$ cat src/rtl/sswap_pkg.sv
// shared types and codes for the smallest-string-with-swaps block
package sswap_pkg;

	localparam int IDX_W  = 6;
	localparam int CHAR_W = 8;

	localparam logic [1:0] FUNC_APPEND = 2'd0;
	localparam logic [1:0] FUNC_PAIR   = 2'd1;
	localparam logic [1:0] FUNC_FINISH = 2'd2;

	typedef struct packed {
		logic [1:0]        func;
		logic [CHAR_W-1:0] char_value;
		logic [IDX_W-1:0]  index_a;
		logic [IDX_W-1:0]  index_b;
	} src_item_t;

	typedef struct packed {
		logic [CHAR_W-1:0] out_char;
		logic [IDX_W-1:0]  position;
		logic              last;
		logic              dropped;
		logic              empty_res;
	} res_item_t;

	typedef enum logic [1:0] {
		RD_A,
		RD_B,
		RD_SWEEP,
		RD_J
	} rd_sel_t;

	typedef struct packed {
		logic    take;
		rd_sel_t rd_sel;
		logic    lat_a;
		logic    lat_b;
		logic    sweep_clr;
		logic    sweep_run;
		logic    merge_wr;
		logic    lat_j;
		logic    p1_run;
		logic    p1_wr;
		logic    lat_i;
		logic    p2_run;
		logic    j_clr;
		logic    j_inc;
		logic    load_out;
		logic    load_empty;
		logic    finish_clr;
	} cmd_t;

	typedef struct packed {
		logic go_merge;
		logic go_fin;
		logic cnt_zero;
		logic ab_same;
		logic sweep_done;
		logic j_last;
		logic out_taken;
		logic out_last;
	} status_t;

endpackage

$ cat src/rtl/sswap_ram.sv
// generic simple dual-port ram with registered read
module sswap_ram #(
	parameter int WIDTH = 8,
	parameter int DEPTH = 64
) (
	input  logic                     clk,
	input  logic                     we,
	input  logic [$clog2(DEPTH)-1:0] waddr,
	input  logic [WIDTH-1:0]         wdata,
	input  logic [$clog2(DEPTH)-1:0] raddr,
	output logic [WIDTH-1:0]         rdata
);
	logic [WIDTH-1:0] mem_q [DEPTH];

	always_ff @(posedge clk) begin
		if (we) begin
			mem_q[waddr] <= wdata;
		end
		rdata <= mem_q[raddr];
	end
endmodule

$ cat src/rtl/sswap_dp.sv
// datapath: character, group label and order stores, counters, result register
module sswap_dp #(
	parameter int MAX_LEN = 64
) (
	input  logic                  clk,
	input  logic                  arst_n,
	input  sswap_pkg::src_item_t  src_item,
	input  logic                  res_stall,
	input  sswap_pkg::cmd_t       cmd,
	output sswap_pkg::status_t    st,
	output logic                  res_valid,
	output sswap_pkg::res_item_t  res_item
);
	import sswap_pkg::*;

	localparam int AW = $clog2(MAX_LEN);
	localparam int CW = $clog2(MAX_LEN + 1);

	logic [CW-1:0]     cnt_q;
	logic              drop_q;
	logic [AW-1:0]     ib_q, la_q, lb_q, lj_q, ki_q, kc_q, below_q, j_q, m_s1;
	logic [CHAR_W-1:0] cj_q, pick_q;
	logic [CW-1:0]     m_q;
	logic              v_s1;
	logic              out_v_q;
	res_item_t         out_q;

	logic [AW-1:0]     raddr;
	logic [CHAR_W-1:0] char_rd;
	logic [AW-1:0]     lab_rd;
	logic [2*AW-1:0]   rk_rd;
	logic              full, pair_ok, do_append, lab_we, mwr;
	logic [AW-1:0]     lab_waddr, lab_wdata;
	logic              in_grp, m_before_j;

	assign full      = cnt_q == CW'(MAX_LEN);
	assign pair_ok   = ((IDX_W+1)'(src_item.index_a) < (IDX_W+1)'(cnt_q)) &&
	                   ((IDX_W+1)'(src_item.index_b) < (IDX_W+1)'(cnt_q));
	assign do_append = cmd.take && src_item.func == FUNC_APPEND && !full;

	always_comb begin
		unique case (cmd.rd_sel)
			RD_A:     raddr = src_item.index_a[AW-1:0];
			RD_B:     raddr = ib_q;
			RD_SWEEP: raddr = m_q[AW-1:0];
			RD_J:     raddr = j_q;
			default:  raddr = j_q;
		endcase
	end

	// relabel pass: every member of group b takes label a
	assign mwr       = cmd.merge_wr && v_s1 && lab_rd == lb_q;
	assign lab_we    = do_append || mwr;
	assign lab_waddr = do_append ? cnt_q[AW-1:0] : m_s1;
	assign lab_wdata = do_append ? cnt_q[AW-1:0] : la_q;

	sswap_ram #(.WIDTH(CHAR_W), .DEPTH(MAX_LEN)) u_char (
		.clk(clk), .we(do_append), .waddr(cnt_q[AW-1:0]), .wdata(src_item.char_value),
		.raddr(raddr), .rdata(char_rd)
	);

	sswap_ram #(.WIDTH(AW), .DEPTH(MAX_LEN)) u_lab (
		.clk(clk), .we(lab_we), .waddr(lab_waddr), .wdata(lab_wdata),
		.raddr(raddr), .rdata(lab_rd)
	);

	// per position: count of earlier members, order of (char, index) in group
	sswap_ram #(.WIDTH(2*AW), .DEPTH(MAX_LEN)) u_rk (
		.clk(clk), .we(cmd.p1_wr), .waddr(j_q), .wdata({kc_q, below_q}),
		.raddr(raddr), .rdata(rk_rd)
	);

	assign in_grp     = v_s1 && lab_rd == lj_q;
	assign m_before_j = m_s1 < j_q;

	always_ff @(posedge clk or negedge arst_n) begin
		if (!arst_n) begin
			cnt_q   <= '0;
			drop_q  <= 1'b0;
			m_q     <= '0;
			v_s1    <= 1'b0;
			j_q     <= '0;
			out_v_q <= 1'b0;
		end else begin
			if (do_append) begin
				cnt_q <= cnt_q + 1'b1;
			end
			if (cmd.take && ((src_item.func == FUNC_APPEND && full) ||
			                 (src_item.func == FUNC_PAIR && !pair_ok))) begin
				drop_q <= 1'b1;
			end
			if (cmd.finish_clr) begin
				cnt_q  <= '0;
				drop_q <= 1'b0;
			end
			if (cmd.sweep_clr) begin
				m_q  <= '0;
				v_s1 <= 1'b0;
			end else if (cmd.sweep_run) begin
				if (m_q != cnt_q) begin
					m_q  <= m_q + 1'b1;
					v_s1 <= 1'b1;
				end else begin
					v_s1 <= 1'b0;
				end
			end
			if (cmd.j_clr) begin
				j_q <= '0;
			end else if (cmd.j_inc) begin
				j_q <= j_q + 1'b1;
			end
			if (cmd.load_out || cmd.load_empty) begin
				out_v_q <= 1'b1;
			end else if (out_v_q && !res_stall) begin
				out_v_q <= 1'b0;
			end
		end
	end

	always_ff @(posedge clk) begin
		m_s1 <= m_q[AW-1:0];
		if (cmd.take) begin
			ib_q <= src_item.index_b[AW-1:0];
		end
		if (cmd.lat_a) begin
			la_q <= lab_rd;
		end
		if (cmd.lat_b) begin
			lb_q <= lab_rd;
		end
		if (cmd.lat_j) begin
			cj_q    <= char_rd;
			lj_q    <= lab_rd;
			kc_q    <= '0;
			below_q <= '0;
		end
		if (cmd.p1_run && in_grp) begin
			if (m_before_j) begin
				kc_q <= kc_q + 1'b1;
			end
			if (char_rd < cj_q || (char_rd == cj_q && m_before_j)) begin
				below_q <= below_q + 1'b1;
			end
		end
		if (cmd.lat_i) begin
			lj_q <= lab_rd;
			ki_q <= rk_rd[2*AW-1:AW];
		end
		if (cmd.p2_run && in_grp && rk_rd[AW-1:0] == ki_q) begin
			pick_q <= char_rd;
		end
		if (cmd.load_out) begin
			out_q.out_char  <= pick_q;
			out_q.position  <= IDX_W'(j_q);
			out_q.last      <= st.j_last;
			out_q.dropped   <= drop_q;
			out_q.empty_res <= 1'b0;
		end else if (cmd.load_empty) begin
			out_q.out_char  <= '0;
			out_q.position  <= '0;
			out_q.last      <= 1'b1;
			out_q.dropped   <= drop_q;
			out_q.empty_res <= 1'b1;
		end
	end

	assign st.go_merge   = src_item.func == FUNC_PAIR && pair_ok;
	assign st.go_fin     = src_item.func == FUNC_FINISH;
	assign st.cnt_zero   = cnt_q == '0;
	assign st.ab_same    = lab_rd == la_q;
	assign st.sweep_done = m_q == cnt_q && !v_s1;
	assign st.j_last     = CW'(j_q) == cnt_q - 1'b1;
	assign st.out_taken  = out_v_q && !res_stall;
	assign st.out_last   = out_q.last;

	assign res_valid = out_v_q;
	assign res_item  = out_q;
endmodule

$ cat src/rtl/sswap_ctrl.sv
// controller: sequences merge relabel passes and the two finish passes
module sswap_ctrl (
	input  logic               clk,
	input  logic               arst_n,
	input  logic               src_valid,
	output logic               src_stall,
	input  sswap_pkg::status_t st,
	output sswap_pkg::cmd_t    cmd
);
	import sswap_pkg::*;

	typedef enum logic [10:0] {
		S_IDLE = 11'b00000000001,
		S_MA   = 11'b00000000010,
		S_MB   = 11'b00000000100,
		S_MS   = 11'b00000001000,
		S_P1H  = 11'b00000010000,
		S_P1L  = 11'b00000100000,
		S_P1S  = 11'b00001000000,
		S_P2H  = 11'b00010000000,
		S_P2L  = 11'b00100000000,
		S_P2S  = 11'b01000000000,
		S_OUT  = 11'b10000000000
	} state_t;

	state_t state_q, state_d;

	assign src_stall = state_q != S_IDLE;

	always_comb begin
		state_d    = state_q;
		cmd        = '0;
		cmd.rd_sel = RD_SWEEP;
		unique case (state_q)
			S_IDLE: begin
				cmd.rd_sel = RD_A;
				if (src_valid) begin
					cmd.take = 1'b1;
					if (st.go_merge) begin
						state_d = S_MA;
					end else if (st.go_fin) begin
						if (st.cnt_zero) begin
							cmd.load_empty = 1'b1;
							state_d        = S_OUT;
						end else begin
							cmd.j_clr = 1'b1;
							state_d   = S_P1H;
						end
					end
				end
			end
			S_MA: begin
				cmd.lat_a  = 1'b1;
				cmd.rd_sel = RD_B;
				state_d    = S_MB;
			end
			S_MB: begin
				cmd.lat_b     = 1'b1;
				cmd.sweep_clr = 1'b1;
				state_d       = st.ab_same ? S_IDLE : S_MS;
			end
			S_MS: begin
				cmd.sweep_run = 1'b1;
				cmd.merge_wr  = 1'b1;
				if (st.sweep_done) begin
					state_d = S_IDLE;
				end
			end
			S_P1H: begin
				cmd.rd_sel = RD_J;
				state_d    = S_P1L;
			end
			S_P1L: begin
				cmd.lat_j     = 1'b1;
				cmd.sweep_clr = 1'b1;
				state_d       = S_P1S;
			end
			S_P1S: begin
				cmd.sweep_run = 1'b1;
				cmd.p1_run    = 1'b1;
				if (st.sweep_done) begin
					cmd.p1_wr = 1'b1;
					if (st.j_last) begin
						cmd.j_clr = 1'b1;
						state_d   = S_P2H;
					end else begin
						cmd.j_inc = 1'b1;
						state_d   = S_P1H;
					end
				end
			end
			S_P2H: begin
				cmd.rd_sel = RD_J;
				state_d    = S_P2L;
			end
			S_P2L: begin
				cmd.lat_i     = 1'b1;
				cmd.sweep_clr = 1'b1;
				state_d       = S_P2S;
			end
			S_P2S: begin
				cmd.sweep_run = 1'b1;
				cmd.p2_run    = 1'b1;
				if (st.sweep_done) begin
					cmd.load_out = 1'b1;
					state_d      = S_OUT;
				end
			end
			S_OUT: begin
				if (st.out_taken) begin
					if (st.out_last) begin
						cmd.finish_clr = 1'b1;
						cmd.j_clr      = 1'b1;
						state_d        = S_IDLE;
					end else begin
						cmd.j_inc = 1'b1;
						state_d   = S_P2H;
					end
				end
			end
			default: state_d = S_IDLE;
		endcase
	end

	always_ff @(posedge clk or negedge arst_n) begin
		if (!arst_n) begin
			state_q <= S_IDLE;
		end else begin
			state_q <= state_d;
		end
	end
endmodule

$ cat src/rtl/smallest_string_with_swaps.sv
// Smallest string reachable by swaps. Append items (func 0) store the character as a group
// of its own; items with an ignored selector are also taken without stalling the input. A
// swap pair (func 1) reads both group labels and then relabels the second group over all n
// loaded positions through the single read port of the label store. A finish item (func 2)
// runs two passes of one store sweep per position, then clears the store; an empty store
// gives one result flagged empty. Input stall is high for the whole of each multi-cycle
// item, and no item is taken while a result waits.
module smallest_string_with_swaps #(
	parameter int MAX_LEN = 64
) (
	input  logic                 clk,
	input  logic                 arst_n,
	input  logic                 src_valid,
	output logic                 src_stall,
	input  sswap_pkg::src_item_t src_item,
	output logic                 res_valid,
	input  logic                 res_stall,
	output sswap_pkg::res_item_t res_item
);
	import sswap_pkg::*;

	cmd_t    cmd;
	status_t st;

	sswap_ctrl u_ctrl (
		.clk(clk), .arst_n(arst_n), .src_valid(src_valid), .src_stall(src_stall),
		.st(st), .cmd(cmd)
	);

	sswap_dp #(.MAX_LEN(MAX_LEN)) u_dp (
		.clk(clk), .arst_n(arst_n), .src_item(src_item), .res_stall(res_stall),
		.cmd(cmd), .st(st), .res_valid(res_valid), .res_item(res_item)
	);
endmodule

$ cat config.mk
export PLATFORM = sky130hd
export DESIGN_NAME = smallest_string_with_swaps
export DESIGN_NICKNAME = d
export VERILOG_FILES = /design/src/rtl/sswap_pkg.sv /design/src/rtl/sswap_ram.sv /design/src/rtl/sswap_dp.sv /design/src/rtl/sswap_ctrl.sv /design/src/rtl/smallest_string_with_swaps.sv
export SDC_FILE = /design/constraint.sdc
export NUM_CORES = 2
export LEC_CHECK = 0
export BUFFER_PORTS_ARGS = -buffer_cell sky130_fd_sc_hd__buf_2
export CAP_MARGIN = 20
export CORE_UTILIZATION = 45
export CTS_CLUSTER_DIAMETER = 40
export CTS_CLUSTER_SIZE = 28
export DETAILED_ROUTE_END_ITERATION = 16
export PLACE_DENSITY = 0.6
export SLEW_MARGIN = 20
export SYNTH_ARGS = -nofsm -noshare
export SYNTH_HDL_FRONTEND = slang
export SYNTH_SLANG_ARGS = --single-unit
$ cat constraint.sdc
create_clock -name clk -period 4.8 [get_ports clk]
set_input_delay 0.24 -clock clk [delete_from_list [all_inputs] [get_ports clk]]
set_output_delay 0.24 -clock clk [all_outputs]
set_load 0.005 [all_outputs]
# Word-level counts from Yosys, hierarchy flattened
# Memory sizes are Yosys's and may differ from the RTL's. A register that Yosys moved wholly into a read port is not among the register bits.
# Cells that the tools add are included.
# totals
ff_bits	115
ramBits	1664
out_inout_bits	19
mem_count	3
# memory_table
name	words	width	read_ports	rd_ports_with_merged_regs	wr	line_no	text
u_dp.u_rk.mem_q	64	12	1	1	1	sswap_ram.sv:13	logic [WIDTH-1:0] mem_q [DEPTH];
u_dp.u_char.mem_q	64	8	1	1	1	sswap_ram.sv:13	
u_dp.u_lab.mem_q	64	6	1	1	1	sswap_ram.sv:13	
# op_classes
addsub	6
magnitude_cmp	4
n_eq_ne	32
mux	78
n_reduce_logical	40
# op_table
operator	count
$pmux W11 S11	1
$mux W11	8
$mux W6	12
$mux W1	40
$mux W7	5
$mux W17	2
$eq A6 B6 Y1	4
$pmux W6 S4	1
$add A6 B1 Y6 const B	3
$logic_and A1 B1 Y1	16
$mux W8	2
$reduce_bool A2 Y1	8
$add A7 B1 Y7 const B	2
$lt A6 B7 Y1	2
$eq A11 B1 Y1 const B	1
$eq A11 B10 Y1 const B	1
$eq A11 B11 Y1 const B	1
$eq A11 B2 Y1 const B	1
$eq A11 B3 Y1 const B	1
$eq A11 B4 Y1 const B	1
$eq A11 B5 Y1 const B	1
$eq A11 B6 Y1 const B	1
$eq A11 B7 Y1 const B	1
$eq A11 B8 Y1 const B	1
27 further kinds	44

# Logic depth before layout (Yosys ltp)
# logic_depth
depth_word	8
depth_mapped	16
mapped_depth_nobuf	11

# Hierarchy
# A second synthesis with hierarchy kept.
# unflattened
hier_cells	3570
area_unflattened_um2	71416.0
# modules_own_cells
mod	instances	cells_per_inst	area_each_um2	seq_area_each_um2
sswap_ram at u_dp.u_rk	1	1339	29851.1	23302.3
sswap_ram at u_dp.u_char	1	940	20166.8	15534.9
sswap_ram at u_dp.u_lab	1	720	15225.9	11651.2
sswap_dp	1	464	5277.6	2817.7
sswap_ctrl	1	107	894.6	276.5

# Least setup slack after synthesis
# No wires, ideal clock.
# synth_path
path_type	flip-flop to flip-flop
startpoint	register u_ctrl.state_q[0]
endpoint	memory u_dp.u_lab.mem_q[0][1] (netlist bit) (data pin)
setup_time_ns	0.702
arrival_time_ns	4.553
t_required_ns	4.098
path_slack_ns	-0.455
stages_incl_launch_ff	11
path_buffers	4
period_less_slack_ns	5.255
path_cell_list	dfstp_2 -> buf_2 -> nor4b_2 -> and3_1 -> buf_4 -> nand2_1 -> nor2_1 -> nand2_1 -> clkbuf_1 -> clkbuf_1 -> o21ai_0
# synth_via
elab_chain_cells	5
# synth_rtl
item	line_no	text
start, declared	sswap_ctrl.sv:26	state_t state_q, state_d;
start signal, assigned	sswap_ctrl.sv:129	state_q <= state_d;
$eq A11 B1 Y1	sswap_ctrl.sv:34	unique case (state_q)
$mux W1	sswap_ctrl.sv:34	
$logic_and A1 B1 Y1 (2 in series)	sswap_dp.sv:39	assign do_append = cmd.take && src_item.func == FUNC_APPEND && !full;
$mux W6	sswap_dp.sv:55	assign lab_wdata = do_append ? cnt_q[AW-1:0] : la_q;
named net u_dp.lab_wdata[1]	sswap_dp.sv:33	logic [AW-1:0] lab_waddr, lab_wdata;
end, declared	sswap_ram.sv:13	
# The timed path passes the listed nets, and every way through them passes these cells.

# Worst setup path after layout
# layout_path
startpoint	register u_ctrl.state_q[6]
endpoint	register u_dp.u_lab.rdata[1], read port of u_dp.u_lab.mem_q
# layout_via
elab_chain_cells	5
elab_cells_between_ends	11
# layout_rtl
item	line_no	text
$eq A11 B5 Y1 or $eq A11 B8 Y1 (tied branches)	sswap_ctrl.sv:34	
$reduce_or A2 Y1 (no source line)	n/a	
$pmux W2 S3 (*)	sswap_ctrl.sv:34	
$eq A2 B2 Y1 (tied with other cells)	sswap_dp.sv:42	unique case (cmd.rd_sel)
$pmux W6 S4 (*)	sswap_dp.sv:42	
end, declared	sswap_ram.sv:11	output logic [WIDTH-1:0] rdata
# Every way passes the cells marked *; elsewhere a longest branch is shown, timed or not.
# A chain may end at the register's enable or synchronous reset.

==> report_table.html <==
<table>
<tr><th>Metric</th><th>Value</th></tr>
<tr><th colspan="2">Outcome</th></tr>
<tr><td>Result of the run</td><td>complete, no violations</td></tr>
<tr><th colspan="2">Place</th></tr>
<tr><td>Worst setup slack before clock tree synthesis</td><td>0.425 ns</td></tr>
<tr><td>Number of instances in the placed design</td><td>7521</td></tr>
<tr><td>HPWL after detailed placement</td><td>127 mm</td></tr>
<tr><td>Global placer's final weighted congestion</td><td>0.869</td></tr>
<tr><td>PortBufs</td><td>44</td></tr>
<tr><th colspan="2">Yosys</th></tr>
<tr><td>Post-synthesis cell type with the largest combined area</td><td>sky130_fd_sc_hd__edfxtp_1</td></tr>
<tr><td>Synth Register Bits</td><td>1805</td></tr>
<tr><td>Largest cells by area after synthesis</td><td>sky130_fd_sc_hd__edfxtp_1 (71%), sky130_fd_sc_hd__nand2_1 (6.5%), sky130_fd_sc_hd__mux2i_1 (3.5%)</td></tr>
<tr><td>Synth top area share</td><td>71.4%</td></tr>
<tr><td>Average footprint of a synthesized cell</td><td>13.6 sq um</td></tr>
<tr><td>Gate Count Post-Synth</td><td>5349</td></tr>
<tr><td>Most instantiated library cell after synthesis</td><td>sky130_fd_sc_hd__edfxtp_1</td></tr>
<tr><td>Async set-or-reset flop fraction in the synthesized netlist</td><td>1.88%</td></tr>
<tr><td>Main flop type after synthesis</td><td>sky130_fd_sc_hd__edfxtp_1</td></tr>
<tr><td>Count of synthesis-stage warnings from yosys</td><td>0</td></tr>
<tr><td>Synth unique cells</td><td>84</td></tr>
<tr><td>Sequential element share of the synthesized area</td><td>73.8%</td></tr>
<tr><td>EDFF count, synth</td><td>1726</td></tr>
<tr><td>Number of nets produced by synthesis</td><td>5404</td></tr>
<tr><td>List of most frequent post-synthesis cells</td><td>sky130_fd_sc_hd__edfxtp_1 (1726), sky130_fd_sc_hd__nand2_1 (1258), sky130_fd_sc_hd__nand3_1 (451), sky130_fd_sc_hd__nor2_1 (318), sky130_fd_sc_hd__mux2i_1 (251)</td></tr>
<tr><td>Cell area after technology mapping</td><td>72600 sq um</td></tr>
<tr><th colspan="2">STA</th></tr>
<tr><td>Unrepaired setup endpoints after global routing</td><td>false</td></tr>
<tr><td>Worst Hold Margin</td><td>0.112 ns</td></tr>
<tr><td>Setup-violating endpoint count in the final report</td><td>0</td></tr>
<tr><td>Period utilisation layout</td><td>95.6%</td></tr>
<tr><td>Slew at the pin closest to its max-slew limit</td><td>1.06 ns</td></tr>
<tr><td>Relative slew slack</td><td>27.3%</td></tr>
<tr><td>Setup Skew</td><td>0.0431 ns</td></tr>
<tr><td>Min Clock Period, post-route</td><td>4.59 ns</td></tr>
<tr><td>FMAX</td><td>218 MHz</td></tr>
<tr><td>Fin worst setup slack</td><td>0.210 ns</td></tr>
<tr><td>Final Hold Vio Count</td><td>0</td></tr>
<tr><td>Final TNS setup</td><td>0 ns</td></tr>
<tr><td>Number of pins with negative max-slew slack in the final report</td><td>0</td></tr>
<tr><th colspan="2">Clock tree</th></tr>
<tr><td>Clock tree from TritonCTS</td><td>done</td></tr>
<tr><td>Number of buffers added by the clock tree synthesis step</td><td>214</td></tr>
<tr><td>Clk pin slew, worst setup/hold paths</td><td>0.07 ns</td></tr>
<tr><td>H-tree depth</td><td>4</td></tr>
<tr><td>Clock Latency Late Sink</td><td>0.84 ns</td></tr>
<tr><td>Post-CTS Setup Repair Bufs</td><td>0</td></tr>
<tr><td>Number of gates resized after CTS</td><td>0</td></tr>
<tr><td>Count of hold-fix buffers inserted at cts</td><td>12</td></tr>
<tr><td>Clock Path Buffers</td><td>3</td></tr>
<tr><td>Number of clock sinks</td><td>1805</td></tr>
<tr><td>Root buf cell</td><td>sky130_fd_sc_hd__clkbuf_16</td></tr>
<tr><th colspan="2">Routing</th></tr>
<tr><td>Final routed wirelength across all metal layers</td><td>204 mm</td></tr>
<tr><td>Highest metal layer with signal wires</td><td>met5</td></tr>
<tr><td>Via count</td><td>45418</td></tr>
<tr><td>Initial DRC count</td><td>5480</td></tr>
<tr><td>Antenna-violating nets left</td><td>0</td></tr>
<tr><td>Wire length on met2</td><td>96.6 mm</td></tr>
<tr><td>DRT met1 WL</td><td>85.4 mm</td></tr>
<tr><td>DR WL met3</td><td>15.8 mm</td></tr>
<tr><td>Router iterations before antenna repair</td><td>6</td></tr>
<tr><td>Routed wirelength normalized by instance count</td><td>25.7 um</td></tr>
<tr><td>Post-DR vias/cell</td><td>5.72</td></tr>
<tr><td>Count of unresolved DRC violations after routing</td><td>0</td></tr>
<tr><th colspan="2">Power</th></tr>
<tr><td>Leakage dissipation</td><td>30.2 nW</td></tr>
<tr><td>Power density cells</td><td>627 nW/um^2</td></tr>
<tr><td>Largest voltage drop on the vdd net</td><td>561 uV</td></tr>
<tr><th colspan="2">Global routing</th></tr>
<tr><td>Number of global-route vias before repair</td><td>43220</td></tr>
<tr><td>Residual overflow from global routing</td><td>0</td></tr>
<tr><td>GR Util All Layers</td><td>24.8%</td></tr>
<tr><td>Global-route wire length before repair</td><td>296 mm</td></tr>
<tr><td>Antenna violations before repair</td><td>8</td></tr>
<tr><td>Pin count of the biggest net entering global routing</td><td>109</td></tr>
<tr><th colspan="2">Critical path</th></tr>
<tr><td>Crit-path cells</td><td>or4_1 -&gt; or4_1 -&gt; a221o_1 -&gt; a21oi_4 -&gt; buf_4 -&gt; mux4_2 -&gt; a2111oi_0 -&gt; o21ai_1 -&gt; a32o_1</td></tr>
<tr><td>Most frequent cell on the critical path</td><td>sky130_fd_sc_hd__or4_1</td></tr>
<tr><td>Largest fanout on the critical path</td><td>13</td></tr>
<tr><td>Data arrival time at the worst-slack endpoint</td><td>5.32 ns</td></tr>
<tr><td>Element type at the critical path start</td><td>register</td></tr>
<tr><td>Critical path start-end classification</td><td>register to register</td></tr>
<tr><td>Setup slack on the worst flop-to-flop path</td><td>0.21 ns</td></tr>
<tr><td>Kind of end point of the critical path</td><td>register</td></tr>
<tr><td>Critical Path RT</td><td>5.53 ns</td></tr>
<tr><td>Library cell contributing the largest single delay on the critical path</td><td>sky130_fd_sc_hd__a2111oi_0</td></tr>
<tr><td>Slowest Stage Delay on Critical Path</td><td>0.86 ns</td></tr>
<tr><th colspan="2">Floorplan</th></tr>
<tr><td>Vert. Die Dim</td><td>404 um</td></tr>
<tr><td>Top Ports</td><td>45</td></tr>
<tr><td>Initial cell density of the core</td><td>45.3%</td></tr>
<tr><td>Die Wd</td><td>404 um</td></tr>
<tr><td>Core area</td><td>160000 sq um</td></tr>
<tr><td>Die Area</td><td>163000 sq um</td></tr>
<tr><td>Number of placement rows</td><td>147</td></tr>
<tr><th colspan="2">Layout</th></tr>
<tr><td>Layout overhead on the synthesized area</td><td>16.2%</td></tr>
<tr><td>Fraction of final layout cells with drive strength greater than 1</td><td>13.5%</td></tr>
<tr><td>Final Core Density</td><td>52.6%</td></tr>
<tr><td>Net count of the finished layout</td><td>5644</td></tr>
<tr><td>Filler-free cell count of the finished design</td><td>7936</td></tr>
<tr><th colspan="2">Hold path</th></tr>
<tr><td>Path category of the worst min-delay check</td><td>input pin to register</td></tr>
<tr><th colspan="2">Run</th></tr>
<tr><td>Max-cap check violation count</td><td>0</td></tr>
</table>
sequential cells by signal (all words and copies together) (netlist names), 7 cells and up:
register	count
u_ctrl.state_q	11
u_dp.u_char.mem_q	512
u_dp.m_q	7
u_dp.res_item	17
u_dp.u_char.rdata	8
u_dp.u_rk.rdata	12
u_dp.cnt_q	7
u_dp.u_rk.mem_q	768
u_dp.u_lab.mem_q	384
u_dp.cj_q	8
u_dp.pick_q	8
layout make-up:
class,instances,area [sq um]
clock buffers,234,5600
well taps,2160,2700
clock inverters,165,1830
fillers,13300,76000
repair buffers,332,2760
flip-flops and latches,1805,53600
multi-input cells,3205,17800
diodes,4,10.0
inverters,31,116
cells in the final DEF, fill, tap and decap left out, drive strengths merged, types with 17 or more instances in the layout:
master	n
edfxtp	1726
nand2	1259
nand3	454
nor2	321
buf	320
mux2i	251
clkbuf	234
o21ai	136
a21oi	122
clkinv	80
nand4	72
inv	70
and3	67
a31oi	54
dfxtp	45
xnor2	37
dfrtp	33
nor4	32
a211oi	30
o22ai	29
ha	29
and2	29
o2111ai	28
mux4	26
a2111oi	26
a32o	23
a41o	23
clkinvlp	23
bufinv	23
nor3	20
a21o	17
per-stage QoR:
stage / area [sq um] / total power [W]
2_1_floorplan: 72600 / 0.0289
3_3_place_gp: 76800 / 0.0364
3_5_place_dp: 76800 / 0.0365
4_1_cts: 84400 / 0.0530
5_1_grt: 84400 / 0.0548
6_report: 84400 / 0.0529
worst max-delay path, delay by kind of cell, from the launching register on:
family,cells,cell delay (ns)
AOI/OAI and AO/OA,5,2.23
buffers and inverters,1,0.37
DFF,1,0.45
muxes,1,0.36
and+or+nand+nor,2,1.05
worst paths after layout:
path / from / to / depth (start not counted)
worst max-delay path: u_ctrl.state_q[6] / u_dp.u_lab.rdata[1] / 9
min in group asynchronous: arst_n / u_ctrl.state_q[6] / 2
max in group asynchronous: arst_n / u_dp.cnt_q[3] / 2
worst min register to register: u_dp.u_rk.rdata[10] / u_dp.ki_q[4] / 0
worst min-delay path: src_item[14] / u_dp.u_char.mem_q[35][2] / 2
worst max register to register: u_ctrl.state_q[6] / u_dp.u_lab.rdata[1] / 9
layer usage:
| layer | up-vias | global-route usage [%] |
|---|---|---|
| met5 | - | 0 |
| met4 | 4 | 8.16 |
| met3 | 360 | 4.31 |
| met2 | 1908 | 39.6 |
| met1 | 22810 | 34.6 |
| li1 | 20336 | - |
kinds of logic (layout without fill, tap and decap cells):
family                   count (synthesis)  count (layout)  share of synthesized area (%)
adder cells (fa/ha/maj)                 29              29                          0.500
multiplexers                           277             277                           4.30
XOR/XNOR                                53              53                          0.639
AND/OR/NAND/NOR                       2320            2320                           13.9
buffers and inverters                  339             762                           2.00
other                                    0               4                              0
flip-flops                            1805            1805                           73.8
AO/OA/AOI/OAI                          526             526                           4.83
report_power, final:
group	switching (W)	internal [W]	total, W
logic	0.0127	0.00567	0.0184
clock network	0.00682	0.00983	0.0167
registers	0.000384	0.0175	0.0179
total	0.0199	0.0330	0.0529
Note: power is estimated with default switching activity, not from simulation.
